--- src/hdl/tpf_pkg.sv ---
package tpf_pkg;

    // Blend weight scale is 1 << BLEND_SHIFT
    localparam int BLEND_SHIFT = 5;
    // Stored sample width
    localparam int SAMPLE_BITS = 12;

    // Port field widths
    localparam int FIELD_W = 12;
    localparam int NOISE_W = 12;
    localparam int DEB_W   = 8;
    localparam int CFG_IDX_W = 2;

    // Signed width of the blend amount n
    localparam int N_W = NOISE_W + 2;
    // Blend accumulator width
    localparam int MIX_W = SAMPLE_BITS + BLEND_SHIFT + 1;

    localparam logic [BLEND_SHIFT:0] BLEND_ONE = (BLEND_SHIFT + 1)'(1) << BLEND_SHIFT;

    // Reset values of the registers
    localparam logic [NOISE_W-1:0] PRESS_LIMIT_RST = NOISE_W'(38);
    localparam logic [NOISE_W-1:0] HOLD_LIMIT_RST  = NOISE_W'(50);
    localparam logic [DEB_W-1:0]   DEBOUNCE_RST    = DEB_W'(1);

    typedef logic [SAMPLE_BITS-1:0] sample_t;
    typedef logic [BLEND_SHIFT:0]   weight_t;

    typedef enum logic [CFG_IDX_W-1:0] {
        CFG_PRESS_LIMIT = 2'd0,
        CFG_HOLD_LIMIT  = 2'd1,
        CFG_DEBOUNCE    = 2'd2
    } cfg_index_t;

    // (fresh*(R-n) + old*n) >> BLEND_SHIFT, n in 1..R
    function automatic sample_t blend_mix(sample_t fresh, sample_t old, weight_t n);
        logic [MIX_W-1:0] acc;
        weight_t          w;
        w   = BLEND_ONE - n;
        acc = MIX_W'(fresh) * MIX_W'(w) + MIX_W'(old) * MIX_W'(n);
        return acc[SAMPLE_BITS+BLEND_SHIFT-1:BLEND_SHIFT];
    endfunction

endpackage

--- src/hdl/touch_pen_filter.sv ---
// Touch pen filter: one word in per frame, one word out per frame.
// Input channel (s_*): pen-detect bit, X/Y readings with their noisiness,
// Z1/Z2 pressure readings. A zero X or Y means no contact.
// Result channel (m_*): debounced pen_up flag and the held X, Y, Z1, Z2;
// all position and pressure fields read zero while pen_up is 1.
// Config channel (cfg_*): index 0 press noise limit, 1 hold noise limit,
// 2 debounce frames; index 3 is ignored. cfg_ready is always high; write
// only while no word is in flight.
// A result word passes through the input register, then the result register,
// once its input word is accepted. One word per cycle while m_ready is high,
// as the pen state and position registers update on each word that moves
// between the two register stages.
// Stall: when m_ready is low the result register holds, the input register
// holds behind it, and s_ready drops once both are full.
// Reset (aresetn low, synchronous): pen released, debounce count, position
// and pressure cleared, registers back to 38 / 50 / 1, both stages empty.
module touch_pen_filter (
    input  logic                          aclk,
    input  logic                          aresetn,

    input  logic                          s_valid,
    output logic                          s_ready,
    input  logic                          s_pen_detect,
    input  logic [tpf_pkg::FIELD_W-1:0]   s_x_value,
    input  logic [tpf_pkg::NOISE_W-1:0]   s_x_noise,
    input  logic [tpf_pkg::FIELD_W-1:0]   s_y_value,
    input  logic [tpf_pkg::NOISE_W-1:0]   s_y_noise,
    input  logic [tpf_pkg::FIELD_W-1:0]   s_z1_value,
    input  logic [tpf_pkg::FIELD_W-1:0]   s_z2_value,

    output logic                          m_valid,
    input  logic                          m_ready,
    output logic                          m_pen_up,
    output logic [tpf_pkg::FIELD_W-1:0]   m_touch_x,
    output logic [tpf_pkg::FIELD_W-1:0]   m_touch_y,
    output logic [tpf_pkg::FIELD_W-1:0]   m_touch_z1,
    output logic [tpf_pkg::FIELD_W-1:0]   m_touch_z2,

    input  logic                          cfg_valid,
    output logic                          cfg_ready,
    input  logic [tpf_pkg::CFG_IDX_W-1:0] cfg_index,
    input  logic [tpf_pkg::FIELD_W-1:0]   cfg_data
);

    // Config registers
    logic [tpf_pkg::NOISE_W-1:0] press_limit_reg;
    logic [tpf_pkg::NOISE_W-1:0] hold_limit_reg;
    logic [tpf_pkg::DEB_W-1:0]   debounce_reg;

    // Input register
    logic                        in_vld_reg;
    logic                        in_detect_reg;
    logic [tpf_pkg::FIELD_W-1:0] in_x_reg;
    logic [tpf_pkg::NOISE_W-1:0] in_xn_reg;
    logic [tpf_pkg::FIELD_W-1:0] in_y_reg;
    logic [tpf_pkg::NOISE_W-1:0] in_yn_reg;
    logic [tpf_pkg::FIELD_W-1:0] in_z1_reg;
    logic [tpf_pkg::FIELD_W-1:0] in_z2_reg;

    // Filter state
    logic                        held_reg,  held_next;
    logic [tpf_pkg::DEB_W-1:0]   deb_reg,   deb_next;
    tpf_pkg::sample_t            pos_x_reg, pos_x_next;
    tpf_pkg::sample_t            pos_y_reg, pos_y_next;
    tpf_pkg::sample_t            z1_reg,    z1_next;
    tpf_pkg::sample_t            z2_reg,    z2_next;

    // Result register
    logic                        out_vld_reg;
    logic                        out_up_reg;
    logic [tpf_pkg::FIELD_W-1:0] out_x_reg;
    logic [tpf_pkg::FIELD_W-1:0] out_y_reg;
    logic [tpf_pkg::FIELD_W-1:0] out_z1_reg;
    logic [tpf_pkg::FIELD_W-1:0] out_z2_reg;

    logic out_free;
    logic advance;
    logic s_take;

    tpf_pkg::sample_t              xv, yv, zv1, zv2;
    logic [tpf_pkg::NOISE_W-1:0]   noise;
    logic [tpf_pkg::NOISE_W-1:0]   limit;
    logic signed [tpf_pkg::N_W-1:0] n_amt;
    logic                          candidate;
    logic                          pressed;
    tpf_pkg::weight_t              n_w;

    // Handshake
    assign out_free  = !out_vld_reg || m_ready;
    assign advance   = in_vld_reg && out_free;
    assign s_ready   = !in_vld_reg || out_free;
    assign s_take    = s_valid && s_ready;
    assign cfg_ready = 1'b1;

    // Config writes
    always_ff @(posedge aclk) begin
        if (!aresetn) begin
            press_limit_reg <= tpf_pkg::PRESS_LIMIT_RST;
            hold_limit_reg  <= tpf_pkg::HOLD_LIMIT_RST;
            debounce_reg    <= tpf_pkg::DEBOUNCE_RST;
        end else if (cfg_valid) begin
            unique case (tpf_pkg::cfg_index_t'(cfg_index))
                tpf_pkg::CFG_PRESS_LIMIT: press_limit_reg <= cfg_data[tpf_pkg::NOISE_W-1:0];
                tpf_pkg::CFG_HOLD_LIMIT:  hold_limit_reg  <= cfg_data[tpf_pkg::NOISE_W-1:0];
                tpf_pkg::CFG_DEBOUNCE:    debounce_reg    <= cfg_data[tpf_pkg::DEB_W-1:0];
                default: ;
            endcase
        end
    end

    // Input stage
    always_ff @(posedge aclk) begin
        if (!aresetn) begin
            in_vld_reg <= 1'b0;
        end else if (s_take) begin
            in_vld_reg <= 1'b1;
        end else if (advance) begin
            in_vld_reg <= 1'b0;
        end
    end

    always_ff @(posedge aclk) begin
        if (s_take) begin
            in_detect_reg <= s_pen_detect;
            in_x_reg      <= s_x_value;
            in_xn_reg     <= s_x_noise;
            in_y_reg      <= s_y_value;
            in_yn_reg     <= s_y_noise;
            in_z1_reg     <= s_z1_value;
            in_z2_reg     <= s_z2_value;
        end
    end

    // Noise check, blend and debounce
    always_comb begin
        xv    = tpf_pkg::sample_t'(in_x_reg);
        yv    = tpf_pkg::sample_t'(in_y_reg);
        zv1   = tpf_pkg::sample_t'(in_z1_reg);
        zv2   = tpf_pkg::sample_t'(in_z2_reg);
        noise = (in_xn_reg > in_yn_reg) ? in_xn_reg : in_yn_reg;
        limit = held_reg ? hold_limit_reg : press_limit_reg;
        n_amt = $signed(tpf_pkg::N_W'(noise))
              - ($signed(tpf_pkg::N_W'(hold_limit_reg))
              -  $signed(tpf_pkg::N_W'(tpf_pkg::BLEND_ONE)));
        n_w   = n_amt[tpf_pkg::BLEND_SHIFT:0];

        candidate = in_detect_reg && (xv != '0) && (yv != '0);
        pressed   = candidate && (noise <= limit);

        pos_x_next = pos_x_reg;
        pos_y_next = pos_y_reg;
        z1_next    = z1_reg;
        z2_next    = z2_reg;
        if (pressed) begin
            z1_next = zv1;
            z2_next = zv2;
            if (!held_reg || n_amt <= 0) begin
                pos_x_next = xv;
                pos_y_next = yv;
            end else if (n_amt <= $signed(tpf_pkg::N_W'(tpf_pkg::BLEND_ONE))) begin
                pos_x_next = tpf_pkg::blend_mix(xv, pos_x_reg, n_w);
                pos_y_next = tpf_pkg::blend_mix(yv, pos_y_reg, n_w);
            end
        end

        held_next = held_reg;
        deb_next  = deb_reg;
        if (deb_reg == '0) begin
            if (held_reg != pressed) begin
                held_next = pressed;
                if (pressed) begin
                    deb_next = debounce_reg;
                end
            end
        end else begin
            deb_next = deb_reg - 1'b1;
        end
    end

    // State update on each processed word
    always_ff @(posedge aclk) begin
        if (!aresetn) begin
            held_reg  <= 1'b0;
            deb_reg   <= '0;
            pos_x_reg <= '0;
            pos_y_reg <= '0;
            z1_reg    <= '0;
            z2_reg    <= '0;
        end else if (advance) begin
            held_reg  <= held_next;
            deb_reg   <= deb_next;
            pos_x_reg <= pos_x_next;
            pos_y_reg <= pos_y_next;
            z1_reg    <= z1_next;
            z2_reg    <= z2_next;
        end
    end

    // Result stage
    always_ff @(posedge aclk) begin
        if (!aresetn) begin
            out_vld_reg <= 1'b0;
        end else if (advance) begin
            out_vld_reg <= 1'b1;
        end else if (m_ready) begin
            out_vld_reg <= 1'b0;
        end
    end

    always_ff @(posedge aclk) begin
        if (advance) begin
            out_up_reg <= !held_next;
            out_x_reg  <= held_next ? tpf_pkg::FIELD_W'(pos_x_next) : '0;
            out_y_reg  <= held_next ? tpf_pkg::FIELD_W'(pos_y_next) : '0;
            out_z1_reg <= held_next ? tpf_pkg::FIELD_W'(z1_next) : '0;
            out_z2_reg <= held_next ? tpf_pkg::FIELD_W'(z2_next) : '0;
        end
    end

    assign m_valid    = out_vld_reg;
    assign m_pen_up   = out_up_reg;
    assign m_touch_x  = out_x_reg;
    assign m_touch_y  = out_y_reg;
    assign m_touch_z1 = out_z1_reg;
    assign m_touch_z2 = out_z2_reg;

endmodule

--- config.mk ---
export PLATFORM = sky130hd
export DESIGN_NAME = touch_pen_filter
export DESIGN_NICKNAME = d
export VERILOG_FILES = /design/src/hdl/tpf_pkg.sv /design/src/hdl/touch_pen_filter.sv
export SDC_FILE = /design/constraint.sdc
export NUM_CORES = 1
export LEC_CHECK = 0
export BUFFER_PORTS_ARGS = -buffer_cell sky130_fd_sc_hd__buf_2
export CAP_MARGIN = 20
export CORE_UTILIZATION = 63
export CTS_BUF_LIST = sky130_fd_sc_hd__clkbuf_8
export DETAILED_ROUTE_END_ITERATION = 7
export MAX_ROUTING_LAYER = met4
export PLACE_DENSITY = 0.83
export SLEW_MARGIN = 10
export SYNTH_ARGS = -nofsm -noshare
export SYNTH_HDL_FRONTEND = slang
export SYNTH_SLANG_ARGS = --single-unit
--- constraint.sdc ---
create_clock -name aclk -period 10.9 [get_ports aclk]
set_input_delay 0.545 -clock aclk [delete_from_list [all_inputs] [get_ports aclk]]
set_output_delay 0.545 -clock aclk [all_outputs]
set_load 0.01 [all_outputs]
## After elaboration in Yosys (flattened, before gate mapping)

Cells that the tools add are included.

- Register bits after elaboration: 213
- Latch bits: 0
- Memory bits (writable): 0
- Memory bits (read-only): 0
- Input port bits: 92
- Output and inout bits: 52
- Word-level logic and storage cells: 83
- Memories: 0

- $add $sub $neg: 6
- Multiply operators: 4
- Divide/modulo/power cells: 0
- Magnitude comparators: 4
- Equal/unequal tests: 5
- Shift-type cells: 0
- Muxes and demuxes: 19
- Bitwise gates (word level): 0
- Reductions and logical operators: 22

Operators with widths:

| kind | count |
|---|---|
| 12-bit two-way mux | 10 |
| 12-bit by 6-bit multiplier with 17-bit output | 4 |
| 17-bit adder | 2 |
| 8-bit two-way mux | 3 |
| 12-bit nonzero test | 2 |
| 14-bit by 1-bit less-or-equal comparator with 1-bit output, second input constant | 1 |
| 14-bit by 7-bit less-or-equal comparator with 1-bit output, second input constant | 1 |
| 13-bit by 13-bit subtractor with 14-bit output | 1 |
| 12-bit by 6-bit subtractor with 13-bit output, second input constant | 1 |
| 12-bit > comparator | 1 |
| 12-bit less-or-equal comparator | 1 |
| 8-bit zero test | 1 |
| 8-bit by 1-bit subtractor with 8-bit output, second input constant | 1 |
| 1-bit two-way mux | 6 |
| 2-bit AND reduction | 3 |
| 6-bit subtractor, first input constant | 1 |
| 1-bit logical AND | 5 |
| 1-bit zero test | 4 |
| 2-bit nonzero test | 2 |
| 1-bit logical OR | 3 |
| 3-bit AND reduction | 1 |
| 2-bit by 1-bit == test with 1-bit output, second input constant | 1 |
| 2-bit == test, second input constant | 1 |
| 2-bit zero test | 1 |
| 3 further kinds | 3 |

## Logic depth before layout (Yosys ltp)

- Depth in word-level cells: 9
- Depth in mapped cells: 40
- Gate-level depth less buffers: 39

## Least setup slack after synthesis

OpenSTA, ideal clock, no wires.

- Path type: register to register
- Start: reg in_xn_reg[1] in the netlist's numbering
- End: reg out_y_reg, in the netlist m_touch_y[8], data pin
- Library setup time: 258 ps
- Data arrival time: 8698 ps
- Data required time: 10642 ps
- Path slack: 1944 ps
- Cell stages (with the launch flop): 38
- Path through: edfxtp_1 -> ha_1 -> nor2b_1 -> o21ai_0 -> nand2b_1 -> a21oi_1 -> nor3_1 -> a2111oi_0 -> nor2_1 -> mux2i_1 -> ha_1 -> inv_1 -> fa_1 -> xor2_1 -> or3b_2 -> or3_1 -> clkbuf_1 -> xnor2_1 -> [2 not listed] -> fa_1 -> inv_1 -> fa_1 -> fa_1 -> inv_1 -> fa_1 -> fa_1 -> inv_1 -> ha_1 -> nand2_1 -> or3_1 -> a21oi_1 -> nor2_1 -> o21ai_0 -> a21oi_1 -> xor2_1 -> a21oi_1 -> o221a_2

- Cells in the longest elaborated chain, start to end: 9
- Elaborated cells on any way between the ends: 18
- Those cells by class: add/sub (3); mul (2); order compare (4); eq/ne (1); mux (6); reduce/logical (2)

RTL lines:

| item | RTL line | RTL |
|---|---|---|
| from (decl) | touch_pen_filter.sv:54 | `logic [tpf_pkg::NOISE_W-1:0] in_xn_reg;` |
| from (signal assigned) | touch_pen_filter.sv:126 | `in_xn_reg <= s_x_noise;` |
| 12-bit > comparator | touch_pen_filter.sv:140 | `noise = (in_xn_reg > in_yn_reg) ? in_xn_reg : in_yn_reg;` |
| 12-bit two-way mux * | touch_pen_filter.sv:140 |  |
| 13-bit by 13-bit subtractor with 14-bit output | touch_pen_filter.sv:143 | `- ($signed(tpf_pkg::N_W'(hold_limit_reg))` |
| 6-bit subtractor | tpf_pkg.sv:39 | `w = BLEND_ONE - n;` |
| 12-bit by 6-bit multiplier with 17-bit output | tpf_pkg.sv:40 | `acc = MIX_W'(fresh) * MIX_W'(w) + MIX_W'(old) * MIX_W'(n);` |
| 17-bit adder | tpf_pkg.sv:40 |  |
| 12-bit two-way mux | touch_pen_filter.sv:160 | `end else if (n_amt <= $signed(tpf_pkg::N_W'(tpf_pkg::BLEND_ONE))) begin` |
| 12-bit two-way mux | touch_pen_filter.sv:157 | `if (!held_reg \|\| n_amt <= 0) begin` |
| 12-bit two-way mux | touch_pen_filter.sv:154 | `if (pressed) begin` |
| to (signal assigned) | touch_pen_filter.sv:214 | `out_y_reg <= held_next ? tpf_pkg::FIELD_W'(pos_y_next) : '0;` |
| to (decl) | touch_pen_filter.sv:72 | `logic [tpf_pkg::FIELD_W-1:0] out_y_reg;` |

Mark *: on every way between the ends. The rest lies on a longest branch, timed or not.
A chain may end at the register's enable or synchronous reset.

## Worst setup path in the final report

Ends and elaborated chain as after synthesis.

==> metrics <==
result of the run=finished clean; Post-Syn Instances=just under 2000; internal power of the cells=3.11 mW; largest stage delay on the critical path=between 0.5 and 0.6 ns; global-route wire length before repair=around 70000 um; clock-pin slew reported for the worst setup and hold paths after clock tree synthesis=about 0.08 ns; maximum vdd ir drop=~0.3 mV; total of fill cells in the finished design=around 2100; Max-Slew Margin vs Limit=between 20% and 30%; final period demand of the worst path=about 10 ns; startpoint type of the worst setup path=flop; half-perimeter wire length of the detailed placement result=roughly 31000 um; die span in y=about 170 um; die outline area=about 30000 um2; areal power density over the cells=between 200 and 300 nW/um2; leakage power=just over 9 nW; final core utilization=a little under three quarters; Final Wtd Congestion=around 0.93; share of power burned in combinational logic=a little over two thirds; net switching power=2.87 mW; post-synthesis average cell area=around 9.4 um2; final hold violation count=0; Routed WL per cell=about 17 um; routed vias=around 14000; reg-to-reg critical path endpoint=m_touch_y[8]; GRT Resource Usage Total=30.9%; initial core utilization=~65%; starting DRC count in detailed routing=slightly above 1000; fraction of final layout cells with drive strength greater than 1=12.1%; overall die width=about 170 um; number of routed nets with antenna violations=0; CTS Sinks=about 210; antenna violations before repair=0; yosys synthesis warning count=0; critical-path maximum fanout=24; number of top-level pins=between 100 and 150; total setup buffers inserted after CTS=0; DRC violation count after routing=0; First-pass DRT Iterations=6; largest net degree at the start of global routing=74; Total Routed Length=between 40000 and 50000 um; number of standard cells in the layout, taps in and fillers out=around 2500; length in cells of the worst reg-to-reg path=34; CTS Buffer Depth=3; number of global-route vias before repair=14500; number of buffers created by CTS=38; MaxCap Viol Count=0; CTS tree=yes; CORE AREA=between 20000 and 30000 um2; depth of the worst hold-timing path=1; crit path max-delay cell type=sky130_fd_sc_hd__o21ai_0; final instance area=between 20000 and 25000 um2; count of pins over their slew limit=0; worst hold path class=input pin to flop; number of synthesized flops with an enable pin=122; most used cell along the critical path=sky130_fd_sc_hd__fa_1; area grow syn2layout=10.0%; startpoint of the worst hold path=s_x_value[4]; count of input and output buffers=around 140; Critical Path Sink Type=flop; Distinct cells, synth=63; most common library cell in the layout ignoring fill and taps=sky130_fd_sc_hd__inv_1; CTS resizes=0; period utilization=roughly nine tenths; placed cell count=around 2400; Sequential Power Share=~16%; worst reg2reg path startpoint=in_xn_reg[1]; unrepaired setup endpoints after global routing=no; global route overflow=0; critical path start-end classification=flop to flop; flop and latch count out of synthesis=213; total setup violations reported at the end of the flow=0; latest clock arrival within the worst-skew pair=approximately 0.58 ns; Cell Area, Synth=between 15000 and 20000 um2; nets in the synthesized netlist=between 2000 and 2500; top flip-flop cell by instance count after synthesis=sky130_fd_sc_hd__edfxtp_1; Diodes inserted=0; Rows=61; data arrival at the endpoint of the critical path=roughly 10 ns; final sum of negative setup slack=0 ns; Setup WS pre-CTS=roughly 1.1 ns; number of hold buffers added after CTS=0; switching portion of total power=between 40% and 50%; Net count, final=roughly 2500; Async SR Flop Fraction=0%; top library cells by usage in the layout, fill and taps aside=sky130_fd_sc_hd__inv_1 (342), sky130_fd_sc_hd__nand2_1 (267), sky130_fd_sc_hd__fa_1 (211); area post-placement=between 15000 and 20000 um2; Fmax=between 90 and 100 MHz; Clock Tree Root=sky130_fd_sc_hd__clkbuf_8; worst hold endpoint=in_x_reg[4]; clock tree skew after final layout=between 0.05 and 0.06 ns; vias per inst=5.70; worst-margin pin slew=about 1.1 ns; worst path required time=11.24 ns; power share of the clock group=between 10% and 20%; number of levels in the clock H-tree=2; sequential share of the synthesized area=30.0%; worst setup slack for register-to-register paths=~0.88 ns; worst setup slack after layout=0.877 ns
power by group through the flow:
stage | clock network [mW] | registers, mW | logic (mW)
global route | 0.865 | 0.963 | 4.81
finish | 0.819 | 0.958 | 4.20
floorplan | 0 | 0.955 | 3.27
global placement | 0 | 0.971 | 3.90
detailed placement | 0 | 0.973 | 4.13
CTS | 0.825 | 0.957 | 4.18
synthesized netlist by cell type, types with 8 or more instances:
cell                       count  area, um2
sky130_fd_sc_hd__buf_1        17       63.8
sky130_fd_sc_hd__fa_1        211       4220
sky130_fd_sc_hd__mux2i_1      49        490
sky130_fd_sc_hd__ha_1        114       1430
sky130_fd_sc_hd__a21oi_1     109        546
sky130_fd_sc_hd__nor3_1       21        105
sky130_fd_sc_hd__nand2_1     267       1000
sky130_fd_sc_hd__nor2_1       81        304
sky130_fd_sc_hd__o21ai_0      58        290
sky130_fd_sc_hd__xnor2_1      30        263
sky130_fd_sc_hd__and2_1      116        726
sky130_fd_sc_hd__or2_2         9       56.3
sky130_fd_sc_hd__dfxtp_1      91       1820
sky130_fd_sc_hd__o21a_1       13       97.6
sky130_fd_sc_hd__clkbuf_1     74        278
sky130_fd_sc_hd__nand3_1      13       65.1
sky130_fd_sc_hd__nand2b_1     27        169
sky130_fd_sc_hd__a31oi_1       8       50.1
sky130_fd_sc_hd__nor2b_1      28        175
sky130_fd_sc_hd__nor4_1        8       50.1
sky130_fd_sc_hd__o22ai_1      25        156
sky130_fd_sc_hd__inv_1       333       1250
sky130_fd_sc_hd__xor2_1       14        123
sky130_fd_sc_hd__a21o_1       16        120
sky130_fd_sc_hd__o211ai_1     10       75.1
sky130_fd_sc_hd__edfxtp_1    122       3660
final cells by class:
cell class	instances	area (um2)	share of cell area, %
well taps	378	473	2.35
multi-input cells	1301	11200	55.8
clock inverters	26	224	1.11
flip-flops and latches	213	5490	27.3
repair buffers	160	851	4.23
clock buffers	44	606	3.01
inverters	334	1250	6.24
per-stage QoR:
stage | hold slack (ns) | total power, mW
final | 0.134 | 5.98
after global routing | 0.132 | 6.63
after CTS | 0.136 | 5.96
after detailed placement | 0.446 | 5.10
after global placement | 0.441 | 4.87
after floorplan | 0.434 | 4.22
worst max-delay path, delay by kind of cell (launching register included):
family / cells / cell delay, ns
adder cells (fa/ha/maj): 8 / 3.73
buffers and inverters: 5 / 0.71
XOR/XNOR: 2 / 0.36
AND/OR/NAND/NOR: 10 / 2.07
flip-flops: 1 / 0.42
AO/OA/AOI/OAI: 9 / 2.50
logic make-up after synthesis:
kind of cell | count (synthesis) | share of synthesized area, %
buffers and inverters | 428 | 8.83
AND/OR/NAND/NOR | 601 | 15.9
flip-flops | 213 | 30.0
adder cells (fa/ha/maj) | 325 | 30.9
XOR/XNOR | 44 | 2.11
AO/OA/AOI/OAI | 278 | 9.29
other | 1 | 0.0205
multiplexers | 52 | 2.87
metal layers:
layer / part of all wire [%] / global-route usage, % / vias to the layer above / routed length (um)
met5: 0 / - / - / 0
met4: 4.4 / 14.4 / 0 / 1860
met3: 6.7 / 4.85 / 144 / 2860
met2: 50 / 51.1 / 592 / 21200
met1: 39 / 37.3 / 6843 / 16600
li1: - / - / 6426 / -
how the worst max path moves through the flow:
stage,startpoint,end,slack (ns)
floorplan,in_xn_reg[1],m_touch_y[8],1.94
global placement,in_xn_reg[1],m_touch_x[8],1.45
detailed placement,in_xn_reg[1],m_touch_x[8],1.10
CTS,in_xn_reg[1],m_touch_y[8],0.99
global route,in_xn_reg[1],m_touch_x[11],0.37
finish,in_xn_reg[1],m_touch_y[8],0.88
Power figures use the tool's default switching activity.
